### config.mk
export PLATFORM = sky130hd
export DESIGN_NAME = rcr_ctrl
export DESIGN_NICKNAME = d
export VERILOG_FILES = /design/src/hw/rtl/rcr_pkg.sv /design/src/hw/rtl/rcr_ctrl.sv
export SDC_FILE = /design/constraint.sdc
export NUM_CORES = 1
export LEC_CHECK = 0
export BUFFER_PORTS_ARGS = -buffer_cell sky130_fd_sc_hd__buf_2
export CORE_MARGIN = 2
export CORE_UTILIZATION = 40
export DETAILED_ROUTE_END_ITERATION = 12
export PLACE_DENSITY = 0.64
export RECOVER_POWER = 25
export SLEW_MARGIN = 10
export SYNTH_ARGS = -nofsm -noshare
export SYNTH_HDL_FRONTEND = slang
export SYNTH_SLANG_ARGS = --single-unit
### constraint.sdc
create_clock -name clk -period 4.8 [get_ports clk]
set_input_delay 0.24 -clock clk [delete_from_list [all_inputs] [get_ports clk]]
set_output_delay 0.24 -clock clk [all_outputs]
set_load 0.05 [all_outputs]
### src/hw/rtl/rcr_pkg.sv
// Shared types and constants for the range capacity reservation core.
// No dependencies; used by every module of the block.
package rcr_pkg;

    localparam int MAX_STATIONS = 1024;
    localparam int SEG_DEPTH    = MAX_STATIONS - 1;
    localparam int IDX_W        = 10;
    localparam int SC_W         = 11;
    localparam int SEAT_W       = 16;
    localparam int FREE_W       = 17;
    localparam int CFG_IDX_W    = 2;

    // Largest free count a segment can hold; start value of a minimum search
    localparam logic [FREE_W-1:0] FREE_INIT = 17'h0FFFF;

    localparam logic [CFG_IDX_W-1:0] CFG_CAPACITY      = 2'd0;
    localparam logic [CFG_IDX_W-1:0] CFG_STATION_COUNT = 2'd1;

    localparam logic FUNC_LOAD    = 1'b0;
    localparam logic FUNC_REQUEST = 1'b1;

    localparam logic [1:0] STATUS_OK      = 2'd0;
    localparam logic [1:0] STATUS_REFUSED = 2'd1;
    localparam logic [1:0] STATUS_RANGE   = 2'd2;

    typedef enum logic [2:0] {
        ST_IDLE,
        ST_SCAN,
        ST_SCAN_END,
        ST_UPD,
        ST_UPD_END
    } ctrl_state_t;

    typedef struct packed {
        logic              rd_en;
        logic [IDX_W-1:0]  rd_addr;
        logic              wr_en;
        logic [IDX_W-1:0]  wr_addr;
        logic [FREE_W-1:0] wr_data;
    } mem_req_t;

endpackage

### src/hw/rtl/rcr_ctrl.sv
// Sequencer: load writes, range check, minimum scan and subtract pass over the seat store.
// Depends on rcr_pkg; drives rcr_seg_mem through a mem_req_t beat.
module rcr_ctrl
    import rcr_pkg::*;
(
    input  logic              clk,
    input  logic              rst_n,
    input  logic              start,
    input  logic              func,
    input  logic [IDX_W-1:0]  start_station,
    input  logic [IDX_W-1:0]  end_station,
    input  logic [SEAT_W-1:0] seat_count,
    input  logic [SEAT_W-1:0] capacity,
    input  logic [IDX_W-1:0]  seg_count,
    input  logic [FREE_W-1:0] rd_data,
    output mem_req_t          mem_req,
    output logic              busy,
    output logic              done,
    output logic [1:0]        status
);

    ctrl_state_t       state_reg, state_next;
    logic [IDX_W-1:0]  ptr_reg, ptr_next;
    logic [IDX_W-1:0]  first_reg, first_next;
    logic [IDX_W-1:0]  last_reg, last_next;
    logic [IDX_W-1:0]  waddr_reg, waddr_next;
    logic [SEAT_W-1:0] want_reg, want_next;
    logic [FREE_W-1:0] min_reg, min_next;
    logic              rvalid_reg, rvalid_next;
    logic              done_reg, done_next;
    logic [1:0]        status_reg, status_next;
    logic [FREE_W-1:0] min_fold;
    logic [IDX_W-1:0]  ptr_inc;

    // Fold the returning read into the running minimum
    always_comb
    begin
        min_fold = min_reg;
        if (rvalid_reg && ($signed(rd_data) < $signed(min_reg)))
        begin
            min_fold = rd_data;
        end
    end

    assign ptr_inc = ptr_reg + 1'b1;

    // Next state and datapath
    always_comb
    begin
        state_next  = state_reg;
        ptr_next    = ptr_reg;
        first_next  = first_reg;
        last_next   = last_reg;
        waddr_next  = waddr_reg;
        want_next   = want_reg;
        min_next    = min_reg;
        rvalid_next = 1'b0;
        done_next   = 1'b0;
        status_next = status_reg;
        case (state_reg)
            ST_IDLE:
            begin
                if (start)
                begin
                    if (func == FUNC_LOAD)
                    begin
                        done_next   = 1'b1;
                        status_next = (start_station >= seg_count) ? STATUS_RANGE : STATUS_OK;
                    end
                    else if (start_station >= end_station)
                    begin
                        done_next   = 1'b1;
                        status_next = STATUS_OK;
                    end
                    else if (end_station > seg_count)
                    begin
                        done_next   = 1'b1;
                        status_next = STATUS_RANGE;
                    end
                    else
                    begin
                        first_next = start_station;
                        last_next  = end_station;
                        want_next  = seat_count;
                        ptr_next   = start_station;
                        min_next   = FREE_INIT;
                        state_next = ST_SCAN;
                    end
                end
            end
            ST_SCAN:
            begin
                rvalid_next = 1'b1;
                min_next    = min_fold;
                ptr_next    = ptr_inc;
                if (ptr_inc == last_reg)
                begin
                    state_next = ST_SCAN_END;
                end
            end
            ST_SCAN_END:
            begin
                if ($signed(min_fold) < $signed({1'b0, want_reg}))
                begin
                    done_next   = 1'b1;
                    status_next = STATUS_REFUSED;
                    state_next  = ST_IDLE;
                end
                else
                begin
                    ptr_next   = first_reg;
                    state_next = ST_UPD;
                end
            end
            ST_UPD:
            begin
                rvalid_next = 1'b1;
                waddr_next  = ptr_reg;
                ptr_next    = ptr_inc;
                if (ptr_inc == last_reg)
                begin
                    state_next = ST_UPD_END;
                end
            end
            ST_UPD_END:
            begin
                done_next   = 1'b1;
                status_next = STATUS_OK;
                state_next  = ST_IDLE;
            end
            default:
            begin
                state_next = ST_IDLE;
            end
        endcase
    end

    // Memory beat for the current state
    always_comb
    begin
        mem_req.rd_en   = 1'b0;
        mem_req.rd_addr = ptr_reg;
        mem_req.wr_en   = 1'b0;
        mem_req.wr_addr = waddr_reg;
        mem_req.wr_data = rd_data - {1'b0, want_reg};
        case (state_reg)
            ST_IDLE:
            begin
                mem_req.wr_en   = start && (func == FUNC_LOAD) && (start_station < seg_count);
                mem_req.wr_addr = start_station;
                mem_req.wr_data = {1'b0, capacity} - {1'b0, seat_count};
            end
            ST_SCAN:
            begin
                mem_req.rd_en = 1'b1;
            end
            ST_UPD:
            begin
                mem_req.rd_en = 1'b1;
                mem_req.wr_en = rvalid_reg;
            end
            ST_UPD_END:
            begin
                mem_req.wr_en = rvalid_reg;
            end
            default:
            begin
                mem_req.rd_en = 1'b0;
            end
        endcase
    end

    // Control registers
    always_ff @(posedge clk or negedge rst_n)
    begin
        if (!rst_n)
        begin
            state_reg  <= ST_IDLE;
            rvalid_reg <= 1'b0;
            done_reg   <= 1'b0;
            status_reg <= STATUS_OK;
        end
        else
        begin
            state_reg  <= state_next;
            rvalid_reg <= rvalid_next;
            done_reg   <= done_next;
            status_reg <= status_next;
        end
    end

    // Payload registers
    always_ff @(posedge clk)
    begin
        ptr_reg   <= ptr_next;
        first_reg <= first_next;
        last_reg  <= last_next;
        waddr_reg <= waddr_next;
        want_reg  <= want_next;
        min_reg   <= min_next;
    end

    assign busy   = (state_reg != ST_IDLE);
    assign done   = done_reg;
    assign status = status_reg;

    // A result only follows an accepted item or the end of a pass
    a_done_cause: assert property (@(posedge clk) disable iff (!rst_n)
        done_reg |-> ($past(start) || $past(state_reg != ST_IDLE)))
        else $error("result without a cause");

    // Returned read data always answers an issued read
    a_rvalid_read: assert property (@(posedge clk) disable iff (!rst_n)
        rvalid_reg |-> $past(mem_req.rd_en))
        else $error("read data valid without a read");

    // Scan pointer stays inside the requested range while reading
    a_ptr_range: assert property (@(posedge clk) disable iff (!rst_n)
        (state_reg == ST_SCAN || state_reg == ST_UPD) |-> (ptr_reg < last_reg))
        else $error("pointer ran past the range");

    // Write-back in the subtract pass never hits the entry being read
    a_no_overlap: assert property (@(posedge clk) disable iff (!rst_n)
        (state_reg == ST_UPD && mem_req.wr_en) |-> (mem_req.wr_addr != mem_req.rd_addr))
        else $error("read and write of the same entry");

endmodule
==> implementation parameters, run 1 <==
Parameter                              Value

Routing
  Drc violations    0
  Starting DRC count in detailed routing    490
  Overall via count from detail_route    5856
  Detailed Routing Iterations Pass 1    5
  Average via count per standard cell    5.353
  Post-Route WL    18030 microns
  Antenna-violating nets left    0
  Average wire per cell in the routed design    16.48 microns

Clock tree
  CTS H-tree depth    3
  Clock Root Buffer    sky130_fd_sc_hd__clkbuf_16
  Number of gates resized after CTS    0
  Maximum clock path buffer count    2
  TritonCTS Buffers    9
  Count of clock tree sinks    80
  TritonCTS clock tree    done
  Clock insertion delay at the later pin of the skew report    0.35 ns
  Post-CTS clock slew at the launch and capture registers of the worst setup and hold paths    0.07 ns

Global route
  Total congestion overflow after global routing    0
  GRT Total Usage    20.92%
  Antenna violations before repair    0
  Wire length of the first global-routing pass    29190 microns
  Largest net degree at the start of global routing    37
  Number of global-route vias before repair    5754

Synth
  Number of flops mapped to enable cells by yosys    73
  Fraction of synthesized cell area in xor and xnor cells    4.949%
  Most instantiated flip-flop cell in the synthesis netlist    sky130_fd_sc_hd__edfxtp_1
  Synthesized netlist cell count    747
  Complex-gate fraction of the synthesized area    17.86%
  Synthesized area per cell    9.003 sq um
  Async set-or-reset flop fraction in the synthesized netlist    8.750%
  Nets in the synthesized netlist    926
  Multiplexer area fraction after synthesis    1.116%
  Yosys synthesis warning count    0
  Arithmetic-cell share of the synthesized area counting full adders, half adders and majority gates    18.08%
  Netlist Area Pre-Place    6725 sq um
  Count of cell types in the netlist    61
  Simple-gate area share of the yosys netlist    16.86%
  Portion of the post-synthesis area used by sequential elements    35.20%
  Flip-flop and latch count after synthesis    80
  Largest family of logic cells by synthesized area    adder cells

Layout
  Layout cells sized above 1    13.96%
  Area growth, synth to finish    17.04%
  Fillcell total    1666
  Net count reported at finish    1048
  Total inserted antenna cells    0
  Flip-flop count of the largest register after layout    17
  Final core utilization    47.63%

Pwr
  Net Sw Frac    48.28%
  Internal    0.002240 W
  Pwr per Cell Area    550.3 nW/um^2
  Seq pwr share    29.0%
  Leakage power figure    3.581 nW
  Share of total power in combinational logic    54.1%
  Net load switching power    0.002091 W
  Part of the total power dissipated in the clock network    16.9%
  Maximum VDD drop    0.0002971 V

Die
  Cell row count    47
  Overall die width    133.7 microns
  Core region area    16520 sq um
  Die height    133.7 microns
  I/O pins    126
  DIE AREA    17870 sq um
  Effective utilization at floorplan    40.70%

Timing
  Headroom to the max-slew limit    35.91%
  Clock Skews    0.009054 ns
  Tightest Pin Transition    0.9594 ns
  Final setup violating endpoints    0
  Fmax    0.2416 GHz
  Final critical-path required period    4.138 ns
  Unrepaired setup endpoints after global routing    no
  Final total negative setup slack    0 ns
  Final cycle utilization of the critical path    86.21%
  Number of slew-limit violations in the final report    0
  Final number of hold-violating endpoints    0

Flow run
  Max-capacitance violation count    0

Setup path
  Highest fanout seen on the critical path    18
  CP Launch Type    register
  Arrival time of the worst setup path    4.19 ns
  CP endpoint kind    register
  Required time reported for the critical path endpoint    4.85 ns
  Start-to-end type of the worst setup path    reg2reg

Run status
  Result of the run    complete, no violations

Worst hold path
  Tightest Hold Check Type    in2reg

Placed design
  Final weighted congestion in routability-driven placement    0.8630
  Number of buffers added on ports    125
  Placed wire-length estimate after detailed placement    14120 microns
cell usage after synthesis (9+ instances only):
master	n	area (sq um)
sky130_fd_sc_hd__a211oi_1	9	67.56
sky130_fd_sc_hd__a21o_1	10	75.07
sky130_fd_sc_hd__a21oi_1	37	185.2
sky130_fd_sc_hd__a22oi_1	9	67.56
sky130_fd_sc_hd__clkbuf_1	16	60.06
sky130_fd_sc_hd__edfxtp_1	73	2192
sky130_fd_sc_hd__ha_1	94	1176
sky130_fd_sc_hd__inv_1	82	307.8
sky130_fd_sc_hd__nand2_1	93	349.1
sky130_fd_sc_hd__nand2b_1	25	156.4
sky130_fd_sc_hd__nand3_1	17	85.08
sky130_fd_sc_hd__nand4_1	14	87.58
sky130_fd_sc_hd__nor2_1	31	116.4
sky130_fd_sc_hd__nor2b_1	10	62.56
sky130_fd_sc_hd__nor3_1	12	60.06
sky130_fd_sc_hd__o21a_1	9	67.56
sky130_fd_sc_hd__o21ai_0	65	325.3
sky130_fd_sc_hd__xnor2_1	21	183.9
sky130_fd_sc_hd__xor2_1	17	148.9
final cells by class:
cell class	count	area, sq um	share of cell area [%]
Multi-Input combinational cell	563	3973	50.47
Timing Repair Buffer	132	634.4	8.059
Clock buffer	9	225.2	2.861
Tap cell	220	275.3	3.497
Sequential cell	80	2367	30.07
Inverter	83	311.5	3.958
Clock inverter	7	85.08	1.081
cell usage in the layout (no fill, tap or decap), types with 9 or more instances in the layout:
cell / count
sky130_fd_sc_hd__nor3_1: 12
sky130_fd_sc_hd__ha_1: 94
sky130_fd_sc_hd__edfxtp_1: 73
sky130_fd_sc_hd__nor2_1: 30
sky130_fd_sc_hd__a21o_1: 10
sky130_fd_sc_hd__inv_1: 82
sky130_fd_sc_hd__nand4_1: 14
sky130_fd_sc_hd__nand2_1: 93
sky130_fd_sc_hd__a211oi_1: 9
sky130_fd_sc_hd__buf_2: 88
sky130_fd_sc_hd__clkbuf_1: 37
sky130_fd_sc_hd__clkbuf_16: 9
sky130_fd_sc_hd__xor2_1: 17
sky130_fd_sc_hd__xnor2_1: 21
sky130_fd_sc_hd__a21oi_1: 37
sky130_fd_sc_hd__o21a_1: 9
sky130_fd_sc_hd__o21ai_0: 65
sky130_fd_sc_hd__a22oi_1: 9
sky130_fd_sc_hd__nand3_1: 17
sky130_fd_sc_hd__nand2b_1: 25
sky130_fd_sc_hd__nor2b_1: 10
power by group through the flow:
stage	Sequential [W]	Combinational [W]	Clock [W]
CTS	0.00125	0.00234	0.000752
detailed placement	0.00127	0.00233	0
global placement	0.00127	0.00230	0
finish	0.00125	0.00234	0.000734
floorplan	0.00134	0.00164	0
global route	0.00128	0.00260	0.000775
stage by stage:
stage / power (W) / setup slack [ns] / std cells / hold WS, ns / cell area [sq um]
3_5_place_dp: 0.003596 / 0.7302 / 1077 / 0.08671 / 7597
5_1_grt: 0.004652 / 0.2423 / 1094 / 0.1099 / 7871
6_report: 0.004331 / 0.6617 / 1094 / 0.1079 / 7871
2_1_floorplan: 0.002980 / 0.3339 / 747 / -0.05559 / 6725
3_3_place_gp: 0.003573 / 0.8278 / 1077 / 0.08499 / 7597
4_1_cts: 0.004350 / 0.6978 / 1094 / 0.07273 / 7918
worst paths after layout:
path / start / end / slack (ns) / cells past startpoint
max: min_reg[7] / ptr_reg[0] / 0.66 / 18
min: seat_count[13] / want_reg[13] / 0.11 / 1
max reg2reg: min_reg[7] / ptr_reg[0] / 0.66 / 18
min reg2reg: status[0] / status[0] / 0.49 / 2
max in group asynchronous: rst_n / state_reg[0] / 4.18 / 2
min in group asynchronous: rst_n / done / 0.33 / 2
logic make-up after synthesis:
group                    Yosys count
XOR/XNOR                          38
buffers and inverters            104
AO/OA/AOI/OAI                    188
AND/OR/NAND/NOR                  234
multiplexers                       7
adder cells (fa/ha/maj)           96
flip-flops                        80
per-layer routing:
| layer | track usage, % | wire [microns] | up-vias |
|---|---|---|---|
| met1 | 28.13 | 8315 | 2715 |
| met3 | 3.234 | 952 | 26 |
| li1 | - | - | 2944 |
| met2 | 34.51 | 8400 | 171 |
| met5 | 0 | 0 | - |
| met4 | 6.974 | 365 | 0 |
critical path, stage by stage (launching register included):
cell,delay [ns]
sky130_fd_sc_hd__edfxtp_1,0.36
sky130_fd_sc_hd__inv_1,0.08
sky130_fd_sc_hd__ha_1,0.23
sky130_fd_sc_hd__a21o_1,0.19
sky130_fd_sc_hd__a21oi_2,0.15
sky130_fd_sc_hd__a211o_1,0.13
sky130_fd_sc_hd__a31oi_1,0.05
sky130_fd_sc_hd__o41ai_4,0.35
sky130_fd_sc_hd__buf_4,0.27
sky130_fd_sc_hd__o21ai_0,0.14
sky130_fd_sc_hd__ha_1,0.33
sky130_fd_sc_hd__nand4_1,0.10
sky130_fd_sc_hd__nor2_1,0.20
sky130_fd_sc_hd__o211ai_1,0.12
sky130_fd_sc_hd__nand3_1,0.16
sky130_fd_sc_hd__o211ai_1,0.12
sky130_fd_sc_hd__mux2_4,0.31
sky130_fd_sc_hd__a221oi_1,0.29
sky130_fd_sc_hd__buf_4,0.25
what timing repair did:
| item | 4_1_cts | 5_1_grt |
|---|---|---|
| hold buffers | 1 | 0 |
| buffers inserted | 0 | 0 |
| hold endpoints to repair | 7 | 0 |
(Power assumes the default switching activity.)
==> run 2, diff against run 1 <==
- GPL_TIMING_DRIVEN: not set -> 0
==> run 2 against run 1 <==
Worst setup slack lost 0.36 ns. Cell count grew 1.7%. Sequential cell count is the same. Highest routed layer unchanged.
==> implementation parameters, run 2 (synthesis results as in run 1) <==
Parameter                              Value

Run status
  Result of the run    complete, no violations

Layout
  Fillcell total    1624
  Total inserted antenna cells    0
  Area growth, synth to finish    18.14%
  Commonest cells after routing, fill and taps aside    sky130_fd_sc_hd__buf_2 (96), sky130_fd_sc_hd__ha_1 (94), sky130_fd_sc_hd__nand2_1 (93)
  Final core utilization    48.08%
  Flip-flop count of the largest register after layout    17
  Layout cells sized above 1    14.56%
  Most common cell after layout, fill and taps aside    sky130_fd_sc_hd__buf_2
  Net count reported at finish    1067

Flow run
  Max-capacitance violation count    0

Global route
  Largest net degree at the start of global routing    21
  Total congestion overflow after global routing    0
  GRT Total Usage    21.40%
  Wire length of the first global-routing pass    29790 microns
  Number of global-route vias before repair    5957
  Antenna violations before repair    0

Clock tree
  TritonCTS clock tree    done
  Clock Root Buffer    sky130_fd_sc_hd__clkbuf_16
  Count of clock tree sinks    80
  Post-CTS clock slew at the launch and capture registers of the worst setup and hold paths    0.07 ns
  Clock insertion delay at the later pin of the skew report    0.35 ns
  TritonCTS Buffers    9
  Maximum clock path buffer count    2
  CTS H-tree depth    3

Setup path
  Ordered cell list for the critical path    inv_1 > ha_1 > a21o_1 > a21oi_2 > a211o_1 > a31oi_1 > o41ai_4 > buf_4 > buf_2 > nand2_1 > o21ai_0 > ha_1 > nand4_1 > nor2_1 > o211ai_1 > nand3_1 > o211ai_1 > mux2_4 > a221oi_4 > buf_4
  CP endpoint kind    register
  CP Launch Type    register
  Worst path max stage delay    0.45 ns
  Arrival time of the worst setup path    4.56 ns
  Worst flop-to-flop path startpoint    min_reg[7]
  Cell with the largest stage delay on the worst path    sky130_fd_sc_hd__o41ai_4
  Required time reported for the critical path endpoint    4.86 ns
  Start-to-end type of the worst setup path    reg2reg
  Register-to-Register Setup Slack    0.30 ns
  Source of the critical timing path    min_reg[7]
  Highest fanout seen on the critical path    10

Timing
  Fmax    0.2223 GHz
  Final number of hold-violating endpoints    0
  Number of slew-limit violations in the final report    0
  Final critical-path required period    4.498 ns
  Final cycle utilization of the critical path    93.71%
  Final setup violating endpoints    0
  Post-route setup slack    0.3019 ns
  Post-route worst hold slack    0.07744 ns
  Unrepaired setup endpoints after global routing    no
  Tightest Pin Transition    1.066 ns
  Headroom to the max-slew limit    28.56%
  Clock Skews    0.008078 ns

Pwr
  Leakage power figure    3.609 nW
  Maximum VDD drop    0.0002680 V
  Pwr per Cell Area    542.6 nW/um^2

Die
  Effective utilization at floorplan    40.70%
  I/O pins    126
  Die height    133.7 microns
  DIE AREA    17870 sq um
  Core region area    16520 sq um
  Cell row count    47
  Overall die width    133.7 microns

Placed design
  Placed wire-length estimate after detailed placement    14930 microns
  Number of buffers added on ports    125
  Post-place setup slack    -0.001830 ns
  Final weighted congestion in routability-driven placement    0.8729

Routing
  Overall via count from detail_route    5951
  Post-Route WL    18550 microns
  Detailed Routing Iterations Pass 1    5
  Drc violations    0
  Antenna-violating nets left    0
  Starting DRC count in detailed routing    364
  Average via count per standard cell    5.347
  Average wire per cell in the routed design    16.67 microns

Worst hold path
  Hold path startpoint    seat_count[2]
  Tightest Hold Check Type    in2reg
## run 2: cell types whose count changed in the layout (fill, tap and decap cells not counted), moves of 2 or more
cell | previous run | this run
sky130_fd_sc_hd__buf_4 | 6 | 4
sky130_fd_sc_hd__buf_2 | 88 | 96
sky130_fd_sc_hd__clkbuf_1 | 37 | 48
sky130_fd_sc_hd__inv_6 | 3 | 0
sky130_fd_sc_hd__clkinvlp_4 | 0 | 3
## run 2: where the power goes
group	switching (W)	total [W]	internal, W
logic	0.00168	0.00246	0.000777
clock network	0.000314	0.000664	0.000350
registers	0.000114	0.00119	0.00107
total	0.00211	0.00431	0.00220
## run 2: timing repair
item | 4_1_cts | 5_1_grt
gates resized for setup | 0 | 3
pin swaps | 1 | 1
hold buffers | 1 | 0
endpoints found under the setup margin | 8 | 8
buffers inserted | 0 | 2
endpoints found under the hold margin | 7 | 0
## run 2: stage by stage
step	TNS, ns	cell area [sq um]	cells	power [W]
floorplan	0	6725	747	0.002980
global placement	-38.81	7626	1092	0.003581
detailed placement	-0.009953	7675	1094	0.003630
CTS	0	7959	1111	0.004300
global route	0	7945	1113	0.004623
finish	0	7945	1113	0.004311
## run 2: worst paths after layout
| kind | cells after the start | endpoint |
|---|---|---|
| worst max-delay path | 20 | ptr_reg[5] |
| worst min-delay path | 1 | want_reg[2] |
| worst max register to register | 20 | ptr_reg[5] |
| worst min register to register | 1 | rvalid_reg |
| max in group asynchronous | 2 | rvalid_reg |
| min in group asynchronous | 2 | done |
## run 2: critical path, delay by kind of cell (launching register included)
family / cells / cell delay (ns)
AND/OR/NAND/NOR: 4 / 0.55
AO/OA/AOI/OAI: 9 / 1.72
adder cells (fa/ha/maj): 2 / 0.44
multiplexers: 1 / 0.33
flip-flops: 1 / 0.36
buffers and inverters: 4 / 0.79
## run 2: final cells by class
class,count,area [sq um],area share (%)
plain buffers,21,88.84,1.118
well taps,220,275.3,3.465
multi-input cells,563,3984,50.14
clock inverters,7,48.80,0.6142
inverters,83,311.5,3.921
clock buffers,9,225.2,2.835
repair buffers,130,644.4,8.110
flip-flops and latches,80,2367,29.80
## run 2: per-layer routing
layer,vias up,track usage [%],wire [microns]
li1,2973,-,-
met4,0,8.156,463
met2,153,37.08,9029
met5,-,0,0
met3,32,3.120,816
met1,2793,27.01,8240
==> run 3, diff against run 2 <==
==> constraint.sdc (replaced) <==
create_clock -name clk -period 4.8 [get_ports clk]
set_input_delay 0.96 -clock clk [delete_from_list [all_inputs] [get_ports clk]]
set_output_delay 0.96 -clock clk [all_outputs]
set_load 0.05 [all_outputs]
==> run 3 against run 2 <==
Critical path depth fell by 2. Via count is essentially flat. Clock skew grew 0.00091 ns. Global-route usage is 0.21 points lower. Wire length down 0.66%. Largest power group unchanged. Cell count stayed put. Cell area up 0.71%.
==> implementation parameters, run 3 (synthesis results as in run 1) <==
Parameter                              Value

Pwr
  Pwr per Cell Area    552.5 nW/um^2
  Total power of the final layout    0.004421 W
  Maximum VDD drop    0.0002745 V
  Share of total power in combinational logic    56.6%
  Seq pwr share    26.8%
  Internal    0.002285 W
  Part of the total power dissipated in the clock network    16.6%
  Leakage power figure    3.644 nW
  Net load switching power    0.002136 W
  Net Sw Frac    48.31%

Layout
  Layout cells sized above 1    15.23%
  Total inserted antenna cells    0
  Flip-flop count of the largest register after layout    17
  Commonest cells after routing, fill and taps aside    sky130_fd_sc_hd__buf_2 (96), sky130_fd_sc_hd__ha_1 (94), sky130_fd_sc_hd__nand2_1 (93)
  Net count reported at finish    1067
  Most common cell after layout, fill and taps aside    sky130_fd_sc_hd__buf_2
  Area growth, synth to finish    18.98%
  Final core utilization    48.42%
  Final cell count without fillers    1113

Global route
  Wire length of the first global-routing pass    29640 microns
  Number of global-route vias before repair    5871
  Largest net degree at the start of global routing    25
  Antenna violations before repair    0
  Total congestion overflow after global routing    0
  GRT Total Usage    21.19%

Worst hold path
  Hold path startpoint    state_reg[2]
  Tightest Hold Check Type    reg2reg

Placed design
  Number of buffers added on ports    125
  Final weighted congestion in routability-driven placement    0.8857
  Placed wire-length estimate after detailed placement    14670 microns
  Post-Place Cells    1093

Die
  Die height    133.7 microns
  I/O pins    126
  Core region area    16520 sq um
  Effective utilization at floorplan    40.70%
  Cell row count    47
  Overall die width    133.7 microns
  DIE AREA    17870 sq um

Setup path
  Ordered cell list for the critical path    buf_2 > ha_1 > a21o_1 > a21oi_2 > a211o_1 > a31oi_2 > o41ai_4 > clkbuf_2 > o21ai_0 > ha_1 > nand4_1 > nor2_2 > o211ai_1 > nand3_1 > o211ai_1 > mux2_4 > a221oi_4 > buf_12
  Worst flop-to-flop path startpoint    min_reg[7]
  CP endpoint kind    register
  Cell with the largest stage delay on the worst path    sky130_fd_sc_hd__o41ai_4
  Start-to-end type of the worst setup path    in2reg
  Required time reported for the critical path endpoint    4.87 ns
  Worst path max stage delay    0.43 ns
  Highest fanout seen on the critical path    10
  Source of the critical timing path    rd_data[7]
  Arrival time of the worst setup path    4.75 ns
  CP Launch Type    input pin

Routing
  Overall via count from detail_route    5946
  Starting DRC count in detailed routing    407
  Detailed Routing Iterations Pass 1    7
  Average via count per standard cell    5.342
  Post-Route WL    18430 microns
  Routed wire length on met3    914 microns
  Top routing layer used    met4
  Antenna-violating nets left    0
  Average wire per cell in the routed design    16.56 microns
  Wire length on met2    9076 microns
  Wl on met1    8184 microns
  Drc violations    0

Timing
  Final cycle utilization of the critical path    97.60%
  Unrepaired setup endpoints after global routing    no
  Headroom to the max-slew limit    29.67%
  Final total negative setup slack    0 ns
  Post-route worst hold slack    0.4854 ns
  Final critical-path required period    4.685 ns
  Number of slew-limit violations in the final report    0
  Fmax    0.2135 GHz
  Final number of hold-violating endpoints    0
  Final setup violating endpoints    0
  Tightest Pin Transition    1.049 ns
  Clock Skews    0.008985 ns

Clock tree
  Post-CTS clock slew at the launch and capture registers of the worst setup and hold paths    0.07 ns
  TritonCTS Buffers    9
  Clock Root Buffer    sky130_fd_sc_hd__clkbuf_16
  Clock insertion delay at the later pin of the skew report    0.35 ns
  TritonCTS clock tree    done
  CTS H-tree depth    3
  Count of clock tree sinks    80
  Post-CTS Hold Fix Bufs    0
  Maximum clock path buffer count    2

Run status
  Result of the run    complete, no violations

Flow run
  Max-capacitance violation count    0
run 3: cell types whose count changed in the layout (fill, tap and decap cells not counted), moves of 2 or more:
cell	previous run	this run
sky130_fd_sc_hd__clkinvlp_4	3	0
sky130_fd_sc_hd__a31oi_2	0	2
sky130_fd_sc_hd__buf_12	0	2
sky130_fd_sc_hd__clkbuf_1	48	46
sky130_fd_sc_hd__buf_4	4	6
sky130_fd_sc_hd__a31oi_1	4	2
run 3: power groups by stage:
stage,clock network [W],logic (W),registers [W]
floorplan,0,0.00165,0.00134
global placement,0,0.00238,0.00120
detailed placement,0,0.00242,0.00120
CTS,0.000742,0.00248,0.00119
global route,0.000770,0.00275,0.00121
finish,0.000734,0.00250,0.00119
run 3: worst max-delay path: cells and delay by family:
kind	cells	cell delay, ns
and+or+nand+nor	3	0.49
AOI/OAI and AO/OA	9	1.74
muxes	1	0.33
adders and majority gates	2	0.64
buffers and inverters	3	0.58
run 3: per-layer routing:
metal | vias up | GRT usage (%)
met5 | - | 0
met4 | 0 | 5.496
met3 | 24 | 3.272
met2 | 155 | 37.03
met1 | 2799 | 27.41
li1 | 2968 | -
run 3: final timing paths:
path | endpoint | slack [ns] | cells after the start
setup / recovery | ptr_reg[1] | 0.12 | 18
hold / removal | rvalid_reg | 0.49 | 1
setup reg to reg | ptr_reg[1] | 0.49 | 18
hold reg to reg | rvalid_reg | 0.49 | 1
max in group asynchronous | state_reg[2] | 4.01 | 1
min in group asynchronous | done | 0.51 | 1
run 3: per-stage QoR:
stage	area, sq um	worst slack [ns]
floorplan	6734	0.01473
global placement	7635	-0.9970
detailed placement	7660	-0.9922
CTS	8019	0.1482
global route	8001	0.01404
finish	8001	0.1153
run 3: layout make-up:
class | instances | area [sq um]
Fill cell | 1596 | 8523
Multi-Input combinational cell | 563 | 3999
Sequential cell | 80 | 2367
Timing Repair Buffer | 132 | 664.4
Inverter | 83 | 311.5
Tap cell | 220 | 275.3
Clock buffer | 9 | 225.2
Clock inverter | 7 | 80.08
Buffer | 19 | 78.83
run 3: timing repair:
item | CTS | global route
hold endpoints to repair | 0 | 0
resized for setup | 1 | 7
buffers inserted | 4 | 2
setup endpoints to repair | 12 | 14
pin swaps | 2 | 3
